### config.mk
export PLATFORM = sky130hd
export DESIGN_NAME = positioner_command_framer_unit
export DESIGN_NICKNAME = d
export VERILOG_FILES = /design/src/hw/rtl/pcf_pkg.sv /design/src/hw/rtl/pcf_front.sv /design/src/hw/rtl/pcf_queue.sv /design/src/hw/rtl/pcf_back.sv /design/src/hw/rtl/positioner_command_framer_unit.sv
export SDC_FILE = /design/constraint.sdc
export NUM_CORES = 1
export LEC_CHECK = 0
export BUFFER_PORTS_ARGS = -buffer_cell sky130_fd_sc_hd__buf_2
export CORE_MARGIN = 2
export CORE_UTILIZATION = 50
export DETAILED_ROUTE_END_ITERATION = 16
export GPL_TIMING_DRIVEN = 0
export PLACE_DENSITY = 0.68
export SLEW_MARGIN = 10
export SYNTH_ARGS = -nofsm -noshare
export SYNTH_HDL_FRONTEND = slang
export SYNTH_HIERARCHICAL = 1
export SYNTH_SLANG_ARGS = --single-unit
export TNS_END_PERCENT = 1
### constraint.sdc
create_clock -name clk_i -period 5.65 [get_ports clk_i]
set_input_delay 0 -clock clk_i [delete_from_list [all_inputs] [get_ports clk_i]]
set_output_delay 0 -clock clk_i [all_outputs]
set_load 0.03 [all_outputs]
### src/hw/rtl/pcf_pkg.sv
// Positioner command framer: shared types, command codes and bus byte values.
// Used by every module of the block; depends on nothing.
`default_nettype none

package pcf_pkg;

  // Command kinds on the input channel
  localparam logic [3:0] KIND_DRIVE   = 4'd0;
  localparam logic [3:0] KIND_STEP    = 4'd1;
  localparam logic [3:0] KIND_HALT    = 4'd2;
  localparam logic [3:0] KIND_LIMIT   = 4'd3;
  localparam logic [3:0] KIND_DISABLE = 4'd4;
  localparam logic [3:0] KIND_ENABLE  = 4'd5;
  localparam logic [3:0] KIND_STORE   = 4'd6;
  localparam logic [3:0] KIND_RECALC  = 4'd7;
  localparam logic [3:0] KIND_GOTO    = 4'd8;
  localparam logic [3:0] KIND_ANGLE   = 4'd9;

  // Bus bytes
  localparam logic [7:0] FRAME_BYTE    = 8'hE0;
  localparam logic [7:0] ADDR_BYTE     = 8'h31;
  localparam logic [7:0] CMD_DRIVE_W   = 8'h68;
  localparam logic [7:0] CMD_DRIVE_E   = 8'h69;
  localparam logic [7:0] CMD_HALT      = 8'h60;
  localparam logic [7:0] CMD_LIMIT_W   = 8'h66;
  localparam logic [7:0] CMD_LIMIT_E   = 8'h67;
  localparam logic [7:0] CMD_DISABLE   = 8'h63;
  localparam logic [7:0] CMD_ENABLE    = 8'h6A;
  localparam logic [7:0] CMD_GOTO      = 8'h6B;
  localparam logic [7:0] CMD_RECALC    = 8'h6F;
  localparam logic [7:0] CMD_ANGLE     = 8'h6E;
  localparam logic [3:0] SIGN_NEG      = 4'hE;
  localparam logic [3:0] SIGN_POS      = 4'hD;

  localparam logic [6:0]  STEPS_MAX    = 7'd127;
  localparam logic [11:0] ANGLE_MAX    = 12'd2559;
  // floor(x / 10) == (x * DIV10_MUL) >> DIV10_SHIFT for x <= ANGLE_MAX
  localparam logic [12:0] DIV10_MUL    = 13'd6554;
  localparam int          DIV10_SHIFT  = 16;

  localparam int MAX_CMD   = 4;
  localparam int QDEPTH    = 2;
  localparam int QPTR_W    = (QDEPTH > 1) ? $clog2(QDEPTH) : 1;
  localparam int QCNT_W    = $clog2(QDEPTH + 1);

  typedef struct packed {
    logic [2:0]              n_cmd;   // command bytes, 1..4
    logic [MAX_CMD-1:0][7:0] cmd;
  } cmd_desc_t;

  // Rounded sixteenths of a tenth digit: (t * 16 + 5) / 10
  function automatic logic [3:0] tenth_to_sixteenth(input logic [3:0] t);
    logic [3:0] r;
    case (t)
      4'd0:    r = 4'h0;
      4'd1:    r = 4'h2;
      4'd2:    r = 4'h3;
      4'd3:    r = 4'h5;
      4'd4:    r = 4'h6;
      4'd5:    r = 4'h8;
      4'd6:    r = 4'hA;
      4'd7:    r = 4'hB;
      4'd8:    r = 4'hD;
      4'd9:    r = 4'hE;
      default: r = 4'h0;
    endcase
    return r;
  endfunction

endpackage

`default_nettype wire

### src/hw/rtl/pcf_front.sv
// Positioner command framer front end: classifies an incoming command and
// builds its command bytes. Depends on pcf_pkg.
`default_nettype none

module pcf_front (
  input  wire logic [3:0]         kind_i,
  input  wire logic               direction_i,
  input  wire logic [7:0]         steps_i,
  input  wire logic [7:0]         slot_number_i,
  input  wire logic signed [12:0] hour_angle_i,
  output pcf_pkg::cmd_desc_t      desc_o,
  output logic                    emit_o
);

  logic        neg;
  logic [12:0] mag;
  logic [11:0] mag_sat;
  logic [24:0] prod;
  logic [7:0]  deg;
  logic [11:0] deg_x10;
  logic [3:0]  tenth;
  logic [6:0]  steps_sat;
  logic [7:0]  move_byte;

  always_comb begin
    neg = hour_angle_i[12];
    mag = neg ? (13'd0 - hour_angle_i) : hour_angle_i;
    // mag can reach 4096 for the most negative code
    if (mag > {1'b0, pcf_pkg::ANGLE_MAX}) begin
      mag_sat = pcf_pkg::ANGLE_MAX;
    end else begin
      mag_sat = mag[11:0];
    end
    prod    = {13'd0, mag_sat} * {12'd0, pcf_pkg::DIV10_MUL};
    deg     = prod[pcf_pkg::DIV10_SHIFT +: 8];
    deg_x10 = {1'b0, deg, 3'd0} + {3'd0, deg, 1'b0};
    tenth   = 4'(mag_sat - deg_x10);
  end

  always_comb begin
    steps_sat = (steps_i > {1'b0, pcf_pkg::STEPS_MAX}) ? pcf_pkg::STEPS_MAX : steps_i[6:0];
    move_byte = direction_i ? pcf_pkg::CMD_DRIVE_E : pcf_pkg::CMD_DRIVE_W;
  end

  always_comb begin
    desc_o.n_cmd = 3'd2;
    desc_o.cmd   = '0;
    emit_o       = 1'b1;
    case (kind_i)
      pcf_pkg::KIND_DRIVE: begin
        desc_o.cmd[0] = move_byte;
      end
      pcf_pkg::KIND_STEP: begin
        desc_o.cmd[0] = move_byte;
        desc_o.cmd[1] = 8'd0 - {1'b0, steps_sat};
        emit_o        = (steps_i != 8'd0);
      end
      pcf_pkg::KIND_HALT: begin
        desc_o.n_cmd  = 3'd1;
        desc_o.cmd[0] = pcf_pkg::CMD_HALT;
      end
      pcf_pkg::KIND_LIMIT: begin
        desc_o.n_cmd  = 3'd1;
        desc_o.cmd[0] = direction_i ? pcf_pkg::CMD_LIMIT_E : pcf_pkg::CMD_LIMIT_W;
      end
      pcf_pkg::KIND_DISABLE: begin
        desc_o.n_cmd  = 3'd1;
        desc_o.cmd[0] = pcf_pkg::CMD_DISABLE;
      end
      pcf_pkg::KIND_ENABLE: begin
        desc_o.cmd[0] = pcf_pkg::CMD_ENABLE;
      end
      pcf_pkg::KIND_STORE: begin
        desc_o.cmd[0] = pcf_pkg::CMD_ENABLE;
        desc_o.cmd[1] = slot_number_i;
      end
      pcf_pkg::KIND_RECALC: begin
        desc_o.n_cmd  = 3'd4;
        desc_o.cmd[0] = pcf_pkg::CMD_RECALC;
        desc_o.cmd[1] = slot_number_i;
      end
      pcf_pkg::KIND_GOTO: begin
        desc_o.cmd[0] = pcf_pkg::CMD_GOTO;
        desc_o.cmd[1] = slot_number_i;
      end
      pcf_pkg::KIND_ANGLE: begin
        desc_o.n_cmd  = 3'd3;
        desc_o.cmd[0] = pcf_pkg::CMD_ANGLE;
        desc_o.cmd[1] = {(neg ? pcf_pkg::SIGN_NEG : pcf_pkg::SIGN_POS), deg[7:4]};
        desc_o.cmd[2] = {deg[3:0], pcf_pkg::tenth_to_sixteenth(tenth)};
      end
      default: begin
        emit_o = 1'b0;
      end
    endcase
  end

endmodule

`default_nettype wire

### src/hw/rtl/pcf_queue.sv
// Positioner command framer: short queue of command descriptors between the
// front end and the byte sequencer. Depends on pcf_pkg.
`default_nettype none

module pcf_queue (
  input  wire logic               clk_i,
  input  wire logic               rst_ni,
  input  wire logic               push_i,
  input  wire pcf_pkg::cmd_desc_t desc_i,
  input  wire logic               pop_i,
  output logic                    full_o,
  output logic                    empty_o,
  output pcf_pkg::cmd_desc_t      head_o
);

  pcf_pkg::cmd_desc_t                entry_q [pcf_pkg::QDEPTH];
  logic [pcf_pkg::QPTR_W-1:0]        wr_q, wr_d, rd_q, rd_d;
  logic [pcf_pkg::QCNT_W-1:0]        cnt_q, cnt_d;

  function automatic logic [pcf_pkg::QPTR_W-1:0] ptr_inc(input logic [pcf_pkg::QPTR_W-1:0] p);
    logic [pcf_pkg::QPTR_W-1:0] r;
    if (p == pcf_pkg::QPTR_W'(pcf_pkg::QDEPTH - 1)) begin
      r = '0;
    end else begin
      r = p + 1'b1;
    end
    return r;
  endfunction

  assign full_o  = (cnt_q == pcf_pkg::QCNT_W'(pcf_pkg::QDEPTH));
  assign empty_o = (cnt_q == '0);
  assign head_o  = entry_q[rd_q];

  always_comb begin
    wr_d  = push_i ? ptr_inc(wr_q) : wr_q;
    rd_d  = pop_i  ? ptr_inc(rd_q) : rd_q;
    cnt_d = cnt_q;
    if (push_i && !pop_i) begin
      cnt_d = cnt_q + 1'b1;
    end else if (pop_i && !push_i) begin
      cnt_d = cnt_q - 1'b1;
    end
  end

  always_ff @(posedge clk_i or negedge rst_ni) begin
    if (!rst_ni) begin
      wr_q  <= '0;
      rd_q  <= '0;
      cnt_q <= '0;
    end else begin
      wr_q  <= wr_d;
      rd_q  <= rd_d;
      cnt_q <= cnt_d;
    end
  end

  always_ff @(posedge clk_i) begin
    if (push_i) begin
      entry_q[wr_q] <= desc_i;
    end
  end

endmodule

`default_nettype wire

### src/hw/rtl/pcf_back.sv
// Positioner command framer back end: walks the head descriptor byte by byte
// (frame, address, command bytes) into the output register. Depends on pcf_pkg.
`default_nettype none

module pcf_back (
  input  wire logic               clk_i,
  input  wire logic               rst_ni,
  input  wire logic               empty_i,
  input  wire pcf_pkg::cmd_desc_t head_i,
  output logic                    pop_o,
  output logic                    out_valid_o,
  input  wire logic               out_ready_i,
  output logic [7:0]              msg_byte_o,
  output logic                    last_o
);

  logic [2:0] idx_q, idx_d;
  logic       valid_q, valid_d;
  logic [7:0] byte_q, byte_d;
  logic       last_q, last_d;
  logic       adv;
  logic       at_end;
  logic [1:0] sel;

  // output register may load when empty or being drained
  assign adv    = !valid_q || out_ready_i;
  assign at_end = (idx_q == head_i.n_cmd + 3'd1);
  assign sel    = 2'(idx_q - 3'd2);
  assign pop_o  = adv && !empty_i && at_end;

  always_comb begin
    idx_d   = idx_q;
    valid_d = valid_q;
    byte_d  = byte_q;
    last_d  = last_q;
    if (adv) begin
      valid_d = !empty_i;
      if (!empty_i) begin
        case (idx_q)
          3'd0:    byte_d = pcf_pkg::FRAME_BYTE;
          3'd1:    byte_d = pcf_pkg::ADDR_BYTE;
          default: byte_d = head_i.cmd[sel];
        endcase
        last_d = at_end;
        idx_d  = at_end ? 3'd0 : idx_q + 3'd1;
      end
    end
  end

  always_ff @(posedge clk_i or negedge rst_ni) begin
    if (!rst_ni) begin
      idx_q   <= 3'd0;
      valid_q <= 1'b0;
    end else begin
      idx_q   <= idx_d;
      valid_q <= valid_d;
    end
  end

  always_ff @(posedge clk_i) begin
    byte_q <= byte_d;
    last_q <= last_d;
  end

  assign out_valid_o = valid_q;
  assign msg_byte_o  = byte_q;
  assign last_o      = last_q;

endmodule

`default_nettype wire

### src/hw/rtl/positioner_command_framer_unit.sv
// Positioner command framer top level: front end, descriptor queue and byte
// sequencer. Depends on pcf_pkg, pcf_front, pcf_queue, pcf_back.
//
// Usage
//   Input channel (in_valid_i/in_ready_o) takes one positioner command per
//   item: kind, direction, steps, slot number and hour angle in tenths.
//   Output channel (out_valid_o/out_ready_i) returns the bus message one
//   byte per item: 0xE0, 0x31, then one to four command bytes; last_o marks
//   the final byte. A step command with zero steps and unused kinds give
//   no bytes at all.
//   The first byte of a message passes the queue write, then the output
//   register, after its command is accepted. Throughput: one byte per cycle
//   on the output while the receiver is ready, so a command occupies the byte
//   sequencer for its whole message of 3 to 6 bytes; the front end takes a
//   command every cycle while the two-entry descriptor queue has room.
//   Reset empties the queue and the output register; nothing else is held.
//   When the receiver stalls, the current byte is held; the queue fills and
//   then in_ready_o falls until bytes drain again.
`default_nettype none

module positioner_command_framer_unit (
  input  wire logic               clk_i,
  input  wire logic               rst_ni,
  input  wire logic               in_valid_i,
  output logic                    in_ready_o,
  input  wire logic [3:0]         kind_i,
  input  wire logic               direction_i,
  input  wire logic [7:0]         steps_i,
  input  wire logic [7:0]         slot_number_i,
  input  wire logic signed [12:0] hour_angle_i,
  output logic                    out_valid_o,
  input  wire logic               out_ready_i,
  output logic [7:0]              msg_byte_o,
  output logic                    last_o
);

  pcf_pkg::cmd_desc_t desc;
  pcf_pkg::cmd_desc_t head;
  logic               emit;
  logic               full;
  logic               empty;
  logic               push;
  logic               pop;

  pcf_front u_front (
    .kind_i        (kind_i),
    .direction_i   (direction_i),
    .steps_i       (steps_i),
    .slot_number_i (slot_number_i),
    .hour_angle_i  (hour_angle_i),
    .desc_o        (desc),
    .emit_o        (emit)
  );

  assign in_ready_o = !full;
  // commands that give no bytes are accepted and dropped
  assign push       = in_valid_i && in_ready_o && emit;

  pcf_queue u_queue (
    .clk_i   (clk_i),
    .rst_ni  (rst_ni),
    .push_i  (push),
    .desc_i  (desc),
    .pop_i   (pop),
    .full_o  (full),
    .empty_o (empty),
    .head_o  (head)
  );

  pcf_back u_back (
    .clk_i       (clk_i),
    .rst_ni      (rst_ni),
    .empty_i     (empty),
    .head_i      (head),
    .pop_o       (pop),
    .out_valid_o (out_valid_o),
    .out_ready_i (out_ready_i),
    .msg_byte_o  (msg_byte_o),
    .last_o      (last_o)
  );

endmodule

`default_nettype wire

# Word level (Yosys, flattened, before mapping)
# Memories as Yosys holds them, arrays and structs flattened.
# Cells that the tools add are included.
# totals
register_bits	17
mem_bits_rw	54
romBits	64
out_inout_bits	11
word_cells	81
n_memories	2
# classes
add_sub_neg	11
multipliers	1
magnitude_cmp	3
n_eq_ne	12
mux	21
bitwise	1
reduce_logical	23
# memory_table
memory	words	word_bits	rd	rd_clocked_by_memory_dff	write_ports	line	text
(no name shown)	16	4	1	0	0	pcf_pkg.sv:54	case (t)
u_queue.entry_q	2	27	1	0	1	pcf_queue.sv:16	pcf_pkg::cmd_desc_t entry_q [pcf_pkg::QDEPTH];
# ops
cell	n
$pmux W8 S8	1
$pmux W8 S3	1
$mul A12 B12 Y23 const B	1
$bmux W8 S2	1
$eq A4 B3 Y1 const B	4
$mux W8	2
$pmux W8 S2	1
$gt A13 B12 Y1 const B	1
$mux W13	1
$sub A1 B13 Y13 const A	1
$mux W12	1
$pmux W3 S3	1
$reduce_or A9 Y1	1
$eq A4 B2 Y1 const B	2
$eq A4 B4 Y1 const B	2
$gt A8 B7 Y1 const B	1
$reduce_bool A8 Y1	1
$sub A1 B7 Y8 const A	1
$mux W7	1
$add A3 B1 Y3 const B	2
$logic_and A1 B1 Y1	6
$mux W1	6
$mux W2	3
$reduce_or A3 Y1	2
other kinds (22)	28

# Logic depth before layout (Yosys ltp)
# Gate-level depths: netlist (run 1).
# An unclocked memory read counts as a cell.
# depth
depth_word	9
mapped_depth	32
depth_no_buf	30

# By module
# The synthesis (run 1) kept the hierarchy.
# by_module_without_submodules
mod	n_inst	cells_per_inst	area_per_inst_um2	seq_area_each_um2
pcf_front	1	434	3599.7	0.0
pcf_queue	1	125	2862.7	2202.1
pcf_back	1	61	817.0	370.4
positioner_command_framer_unit	1	2	12.5	0.0

# Worst setup path after synthesis (run 1)
# Ideal clock, no wire load.
# synth_path
path_type	input to register
startpoint	input hour_angle_i[1]
endpoint	memory u_queue/entry_q[0][19] (netlist bit) (data pin)
setup_time_ns	0.269
arrival_ns	6.976
t_required_ns	5.381
slack_ns	-1.595
stages	30
path_buffers	2
cell_sequence	or4_1 > or4b_1 > o31a_1 > o32a_1 > buf_2 > and2_1 > inv_1 > ha_1 > inv_1 > fa_1 > inv_1 > fa_1 > fa_1 > inv_1 > fa_1 > inv_1 > ha_1 > and2_1 > o211ai_1 > nand2_1 > o21bai_1 > xor2_1 > ha_1 > and2_1 > mux2_2 > a22o_1 > buf_6 > xnor2_4 > mux2i_1 > nor2_1
# synth_rtl
element	line	text
from (decl)	positioner_command_framer_unit.sv:30	input wire logic signed [12:0] hour_angle_i,
to (decl)	pcf_queue.sv:16	

==> results.toml, run 1 <==
[global_route]
met3_usage = 0.0232
grt_pass1_wl_um = 24400
top_usage_layer = "met2"
grt_use_met1 = 0.222
gr-total-overflow = 0
grt_usage = 0.197
antenna_found_initial = 0
use_met2 = 0.384
grt_pass1_vias = 5132
grt_start_max_net_pins = 21

[setup_path]
reg2reg_to = "u_queue/cnt_q[1]$_DFFE_PN0P_"
cp_common_cell = "fa_1"
cp.required_ns = 5.69
crit_arrival_ns = 7.04
critPathKind = "in -> reg"
reg2reg_setup_slack_ns = 2.89
r2r.worst_path.cells = 12
r2r-start = "u_queue/rd_q$_DFFE_PN0P_"
crit_slowest_cell = "or4b_4"
slowest_delay_ns = 0.55
cp_max_fo = 5
cp-end-kind = "register"
start_kind = "input pin"

[drt]
drt_pass1_iterations = 4
drc = 0
post_drt_wl_per_cell_um = 16.2
wl_um = 14500
drtIter0Drc = 241
vias_per_cell = 5.34
vias = 4792
drtAntennaViolNets = 0

[timing]
finalCriticalPeriod_ns = 7.00
hold_viol_final = 0
fmax_mhz = 143
finalClockSkew_ns = 0.00625
finalCritPeriodShare = 1.24
slew_headroom = 0.398
worst_pin_slew_ns = 0.894
grt_setup_unrepaired = "true"
finalWorstSetupSlack_ns = -1.35
setup_viol = 24
drv_slew = 0

[min_path]
min_path_type = "in -> reg"
min_to = "u_queue/entry_q[0][15]$_DFFE_PP_"
hold_path_depth = 3
worstHoldStart = "slot_number_i[7]"

[yosys]
ys.warnings.count = 6
yosysUniqueCellTypes = 68
seq_area_frac_synth = 0.353
async_reset_ff_frac = 0.0920
syn_inst = 622
avgSynthCellArea_um2 = 11.7
synth_edf_count = 79
syn_area_mm2 = 0.00729
ys_seq_elements = 87
synth-main-ff-cell = "edfxtp_1"

[clock_tree]
clockRootBuffer = "clkbuf_16"
htreeDepth = 3
numCtsBuffers = 9
cts_sinks = 87
clk_path_buf_depth = 2
clkSlewWorstSetupHoldPaths_ns = 0.06
insertion_delay_ns = 0.34
cts_tree = "built"

[place]
post_dp_cell_area_mm2 = 0.00803
dp_hpwl_um = 11600
io_buffers = 45
place_ws_ns = -2.33
gp_congestion = 0.847
placed_cells = 862

[floorplan]
initial_utilization = 0.507
fp.coreArea_mm2 = 0.0144
dieArea_mm2 = 0.0156
die_width_um = 125
num_rows = 44
ios = 49
die_h_um = 125

[layout]
final_common_cell = "ha_1"
final_cell_mix = "ha_1, inv_1, edfxtp_1"
antenna_cells = 0
syn_to_final_growth_pct = 18.9
final-instance-count-excl-fill = 897
fin_area_mm2 = 0.00867
fin_nets = 878
utilization = 0.603
drive_gt1_frac = 0.283

[run]
cap_violations = 0

[outcome]
failed_checks = "negative setup slack"
status = "finished with violations"
timing repair:
action	in CTS	in global routing
setup buffers	13	0
cloned	1	0
resized for setup	22	9
endpoints found under the hold margin	15	0
endpoints found under the setup margin	24	24
hold buffers	5	0
pin swaps	18	1
per-stage QoR:
step	setup TNS, ns	hold WS [ns]
6_report	-16.63	0.0129
4_1_cts	-17.23	0.00766
3_3_place_gp	-32.25	-0.150
2_1_floorplan	-15.44	-0.296
5_1_grt	-22.59	0.00919
3_5_place_dp	-34.94	-0.146
worst max path at each step:
| stage | start | endpoint | slack [ns] |
|---|---|---|---|
| finish | hour_angle_i[3] | u_queue/entry_q[0][19]$_DFFE_PP_ | -1.35 |
| global route | hour_angle_i[3] | u_queue/entry_q[1][19]$_DFFE_PP_ | -1.55 |
| CTS | hour_angle_i[3] | u_queue/entry_q[0][19]$_DFFE_PP_ | -1.33 |
| detailed placement | hour_angle_i[6] | u_queue/entry_q[1][19]$_DFFE_PP_ | -2.33 |
| global placement | hour_angle_i[6] | u_queue/entry_q[0][19]$_DFFE_PP_ | -2.25 |
| floorplan | hour_angle_i[6] | u_queue/entry_q[0][19]$_DFFE_PP_ | -1.34 |
registers in the layout (all words and copies together), names as in the netlist:
name,cells
u_back/msg_byte_o,8
u_queue/cnt_q,2
u_back/last_o,1
u_queue/wr_q,1
u_back/out_valid_o,1
u_back/idx_q,3
u_queue/entry_q,70
u_queue/rd_q,1
synth_stat cells (6+ instances only):
master,number,share of area
dfrtp_1,8,0.027
mux2_2,7,0.011
o21ai_0,14,0.0096
xnor2_1,9,0.011
nand3_1,7,0.0048
fa_1,38,0.10
nor3_1,13,0.0089
inv_1,92,0.047
nand2_1,34,0.018
buf_4,11,0.011
mux2_4,29,0.060
and2_1,6,0.0051
xor2_1,21,0.025
nor2_1,28,0.014
nor2b_1,10,0.0086
mux4_2,8,0.025
clkbuf_1,6,0.0031
ha_1,94,0.16
nand2b_1,7,0.0060
edfxtp_1,79,0.33
a21oi_1,15,0.010
and3_1,6,0.0051
layout make-up:
type                            count  area [µm²]
Sequential cell                    87        2570
Clock inverter                      1        8.76
Buffer                             26         214
Inverter                           92         353
Multi-Input combinational cell    426        4500
Tap cell                          184         230
Fill cell                        1124        5700
Clock buffer                       15         343
Timing Repair Buffer               66         452
worst max-delay path: cells and delay by family:
family	cells	cell delay (ns)
compound gates	5	1.25
xor+xnor	2	0.41
fa+ha+maj	7	2.50
buf+inv	8	0.67
mux	2	0.47
simple gates	7	1.74
cell families after synthesis:
group | synth area share
mux | 0.0980
simple gates | 0.0949
other cells | 0.000514
buf+inv | 0.0758
compound gates | 0.0655
flops | 0.353
xor+xnor | 0.0468
fa+ha+maj | 0.266
routing by layer:
metal / share of wire / vias to the layer above
met2: 0.54 / 93
met3: 0.027 / 19
met1: 0.41 / 2340
met5: 0 / -
met4: 0.020 / 0
li1: - / 2340
Power of run 1 is left out: the tool's default activity adds up to more than one toggle a clock period on the data nets, which glitch-free logic cannot reach.
==> run 2, diff against run 1 <==
--- a/config.mk
+++ b/config.mk
@@ -11,6 +11,7 @@
 export DETAILED_ROUTE_END_ITERATION = 16
 export GPL_TIMING_DRIVEN = 0
 export PLACE_DENSITY = 0.68
+export RECOVER_POWER = 50
 export SLEW_MARGIN = 10
 export SYNTH_ARGS = -nofsm -noshare
 export SYNTH_HDL_FRONTEND = slang
==> results.toml, run 2 (synthesis gave the netlist of run 1 again) <==
[outcome]
status = "finished with violations"
failed_checks = "negative setup slack"

[setup_path]
cp.required_ns = 5.69
critPathKind = "in -> reg"
cp_max_fo = 5
slowest_delay_ns = 0.55
cp_common_cell = "fa_1"
crit_arrival_ns = 7.04
cp-end-kind = "register"
r2r-start = "u_queue/rd_q$_DFFE_PN0P_"
startpoint = "hour_angle_i[3]"
start_kind = "input pin"
crit_slowest_cell = "or4b_4"

[place]
post_dp_cell_area_mm2 = 0.00803
io_buffers = 45
gp_congestion = 0.847
placed_cells = 862
dp_hpwl_um = 11600
place_ws_ns = -2.33

[global_route]
grt_pass1_vias = 5132
gr-total-overflow = 0
grt_pass1_wl_um = 24400
grt_use_met1 = 0.222
antenna_found_initial = 0
use_met2 = 0.384
grt_usage = 0.197
grt_start_max_net_pins = 21
top_usage_layer = "met2"
met3_usage = 0.0232

[floorplan]
ios = 49
initial_utilization = 0.507
die_h_um = 125
die_width_um = 125
num_rows = 44
dieArea_mm2 = 0.0156
fp.coreArea_mm2 = 0.0144

[timing]
drv_slew = 0
finalWorstSetupSlack_ns = -1.35
finalCritPeriodShare = 1.24
worst_pin_slew_ns = 1.23
finalCriticalPeriod_ns = 7.00
grt_setup_unrepaired = "true"
slew_headroom = 0.178
finalClockSkew_ns = 0.00697
setup_viol = 24
fmax_mhz = 143
finalSetupTns_ns = -16.74
hold_viol_final = 0

[layout]
syn_to_final_growth_pct = 18.5
drive_gt1_frac = 0.261
final_cell_mix = "ha_1, inv_1, edfxtp_1"
final-instance-count-excl-fill = 897
fin_area_mm2 = 0.00864
antenna_cells = 0
final_common_cell = "ha_1"
largest_register_ff_count = 70
fillers = 1137
fin_nets = 878
largest-register = "u_queue/entry_q"

[drt]
drt_pass1_iterations = 4
post_drt_wl_per_cell_um = 16.2
drtIter0Drc = 263
drtAntennaViolNets = 0
vias = 4821
wl_um = 14500
vias_per_cell = 5.37
drc = 0

[clock_tree]
clockRootBuffer = "clkbuf_16"
htreeDepth = 3
cts_tree = "built"
clkSlewWorstSetupHoldPaths_ns = 0.06
numCtsBuffers = 9
clk_path_buf_depth = 2
cts_sinks = 87
insertion_delay_ns = 0.34

[run]
cap_violations = 0

[min_path]
min_path_type = "in -> reg"
worstHoldStart = "slot_number_i[7]"
## run 2: metrics by stage
stage / hold slack (ns) / utilization
2_1_floorplan: -0.296 / -
3_3_place_gp: -0.150 / 0.555
3_5_place_dp: -0.146 / 0.559
4_1_cts: 0.00766 / 0.601
5_1_grt: 0.00919 / 0.602
6_report: 0.00872 / 0.602
## run 2: final timing paths
check / end / slack (ns) / cells after the start
worst min register to register: u_queue/cnt_q[1]$_DFFE_PN0P_ / 0.49 / 1
max in group asynchronous: u_back/idx_q[2]$_DFFE_PN0P_ / 5.25 / 2
worst min-delay path: u_queue/entry_q[0][15]$_DFFE_PP_ / 0.009 / 3
worst max register to register: u_queue/cnt_q[1]$_DFFE_PN0P_ / 2.38 / 12
min in group asynchronous: u_back/idx_q[1]$_DFFE_PN0P_ / 0.10 / 2
worst max-delay path: u_queue/entry_q[0][19]$_DFFE_PP_ / -1.35 / 31
## run 2: worst max-delay path: cells and delay by family
family / cells / cell delay, ns
AO/OA/AOI/OAI: 5 / 1.25
XOR/XNOR: 2 / 0.41
adder cells (fa/ha/maj): 7 / 2.50
buffers and inverters: 8 / 0.67
multiplexers: 2 / 0.46
AND/OR/NAND/NOR: 7 / 1.74
## run 2: metal layers
layer / share of wire / up-vias / wire (µm)
met1: 0.41 / 2369 / 5940
li1: - / 2340 / -
met3: 0.026 / 19 / 374
met5: 0 / - / 0
met4: 0.020 / 0 / 293
met2: 0.55 / 93 / 7940
## run 2: what timing repair did
item,in CTS,in global routing
setup endpoints to repair,24,24
hold endpoints to repair,15,0
buffers inserted,13,0
hold buffers,5,0
pin swaps,18,1
resized for setup,22,9
gates cloned,1,0
## run 2: final cells by class
cell class | instances | area (µm²) | share of cell area
multi-input cells | 426 | 4500 | 0.520
well taps | 184 | 230 | 0.0266
flip-flops and latches | 87 | 2570 | 0.298
clock inverters | 1 | 8.76 | 0.00101
repair buffers | 66 | 434 | 0.0502
inverters | 92 | 353 | 0.0408
clock buffers | 15 | 343 | 0.0397
plain buffers | 26 | 206 | 0.0239
Power of run 2 is left out for the same reason.
==> run 3, diff against run 2 <==
--- a/config.mk
+++ b/config.mk
@@ -5,12 +5,12 @@
 export SDC_FILE = /design/constraint.sdc
 export NUM_CORES = 1
 export LEC_CHECK = 0
-export BUFFER_PORTS_ARGS = -buffer_cell sky130_fd_sc_hd__buf_2
 export CORE_MARGIN = 2
-export CORE_UTILIZATION = 50
+export CORE_UTILIZATION = 70
 export DETAILED_ROUTE_END_ITERATION = 16
+export DONT_BUFFER_PORTS = 1
 export GPL_TIMING_DRIVEN = 0
-export PLACE_DENSITY = 0.68
+export PLACE_DENSITY = 0.86
 export RECOVER_POWER = 50
 export SLEW_MARGIN = 10
 export SYNTH_ARGS = -nofsm -noshare
==> results.toml, run 3 (synthesis gave the netlist of run 1 again) <==
[setup_path]
crit_slowest_cell = "or4b_4"
start_kind = "input pin"
slowest_delay_ns = 0.53
cp_common_cell = "fa_1"
cp.required_ns = 5.72
cp-end-kind = "register"
cp_max_fo = 7
crit_arrival_ns = 6.99
critPathKind = "in -> reg"

[outcome]
failed_checks = "negative setup slack"
status = "finished with violations"

[global_route]
antenna_found_initial = 0
use_met2 = 0.576
gr-total-overflow = 0
grt_pass1_vias = 5175
met3_usage = 0.0423
grt_pass1_wl_um = 25300
grt_use_met1 = 0.334
grt_start_max_net_pins = 28
grt_usage = 0.296
top_usage_layer = "met2"

[layout]
drive_gt1_frac = 0.214
utilization = 0.808
final_cell_mix = "inv_1, ha_1, edfxtp_1"
syn_to_final_growth_pct = 13.4
fin_nets = 839
antenna_cells = 0
final_common_cell = "inv_1"
largest-register = "u_queue/entry_q"
largest_register_ff_count = 70

[clock_tree]
clk_path_buf_depth = 2
clkSlewWorstSetupHoldPaths_ns = 0.08
clockRootBuffer = "clkbuf_8"
insertion_delay_ns = 0.35
numCtsBuffers = 9
cts_tree = "built"
cts_sinks = 87
htreeDepth = 3

[timing]
setup_viol = 22
slew_headroom = 0.316
worst_pin_slew_ns = 1.02
hold_viol_final = 0
grt_setup_unrepaired = "true"
drv_slew = 0
fmax_mhz = 144
finalCriticalPeriod_ns = 6.92
finalCritPeriodShare = 1.23
finalClockSkew_ns = 0.00547
finalWorstSetupSlack_ns = -1.27

[floorplan]
initial_utilization = 0.713
ios = 49
fp.coreArea_mm2 = 0.0102
die_width_um = 106
die_h_um = 106
dieArea_mm2 = 0.0112
num_rows = 37

[place]
dp_hpwl_um = 11900
io_buffers = 0
gp_congestion = 0.855

[drt]
vias = 4886
vias_per_cell = 6.04
post_drt_wl_per_cell_um = 20.0
drtAntennaViolNets = 0
drc = 0
drt_pass1_iterations = 6
wl_um = 16100
drtIter0Drc = 364

[run]
cap_violations = 0

[min_path]
min_path_type = "in -> reg"
run 3: routing by layer:
metal / vias to the layer above / part of all wire
li1: 2248 / -
met5: - / 0
met2: 182 / 0.56
met4: 0 / 0.023
met3: 34 / 0.037
met1: 2422 / 0.38
run 3: area by class of cell:
| cell class | instances | area [µm²] |
|---|---|---|
| clock buffers | 11 | 131 |
| multi-input cells | 426 | 4490 |
| fillers | 576 | 1960 |
| inverters | 92 | 355 |
| well taps | 136 | 170 |
| repair buffers | 27 | 264 |
| plain buffers | 26 | 214 |
| clock inverters | 4 | 71.3 |
| flip-flops and latches | 87 | 2570 |
run 3: metrics by stage:
| step | setup TNS (ns) | hold slack [ns] | setup WS (ns) | cell area [µm²] | instances |
|---|---|---|---|---|---|
| detailed placement | -30.04 | -0.295 | -1.96 | 7730 | 769 |
| CTS | -13.37 | 0.00178 | -1.15 | 8260 | 809 |
| global placement | -26.24 | -0.295 | -1.84 | 7680 | 767 |
| floorplan | -15.44 | -0.296 | -1.34 | 7510 | 631 |
| global route | -19.91 | 0.0159 | -1.47 | 8270 | 809 |
| finish | -15.81 | 0.0313 | -1.27 | 8270 | 809 |
run 3: worst paths after layout:
| path | start | to | slack (ns) | depth (start not counted) |
|---|---|---|---|---|
| max | hour_angle_i[6] | u_queue/entry_q[1][19]$_DFFE_PP_ | -1.27 | 30 |
| min | in_valid_i | u_queue/wr_q$_DFFE_PN0P_ | 0.03 | 2 |
| max reg2reg | u_queue/rd_q$_DFFE_PN0P_ | u_queue/cnt_q[1]$_DFFE_PN0P_ | 2.72 | 12 |
| min reg2reg | u_queue/wr_q$_DFFE_PN0P_ | u_queue/wr_q$_DFFE_PN0P_ | 0.55 | 1 |
| max in group asynchronous | rst_ni | u_back/idx_q[1]$_DFFE_PN0P_ | 4.88 | 2 |
| min in group asynchronous | rst_ni | u_back/out_valid_o$_DFFE_PN0N_ | 0.52 | 2 |
run 3: repair_timing:
item	in CTS	in global routing
hold buffers	13	0
setup endpoints to repair	22	22
endpoints found under the hold margin	33	0
gates cloned	1	0
resized for setup	23	3
buffers inserted	11	0
pin swaps	20	1
run 3: worst max-delay path, delay by kind of cell:
family                   cells  cell delay, ns
AO/OA/AOI/OAI                5            1.23
AND/OR/NAND/NOR              7            1.68
buffers and inverters        7            0.59
multiplexers                 2            0.46
adder cells (fa/ha/maj)      7            2.56
XOR/XNOR                     2            0.46
Power of run 3 is left out for the same reason.
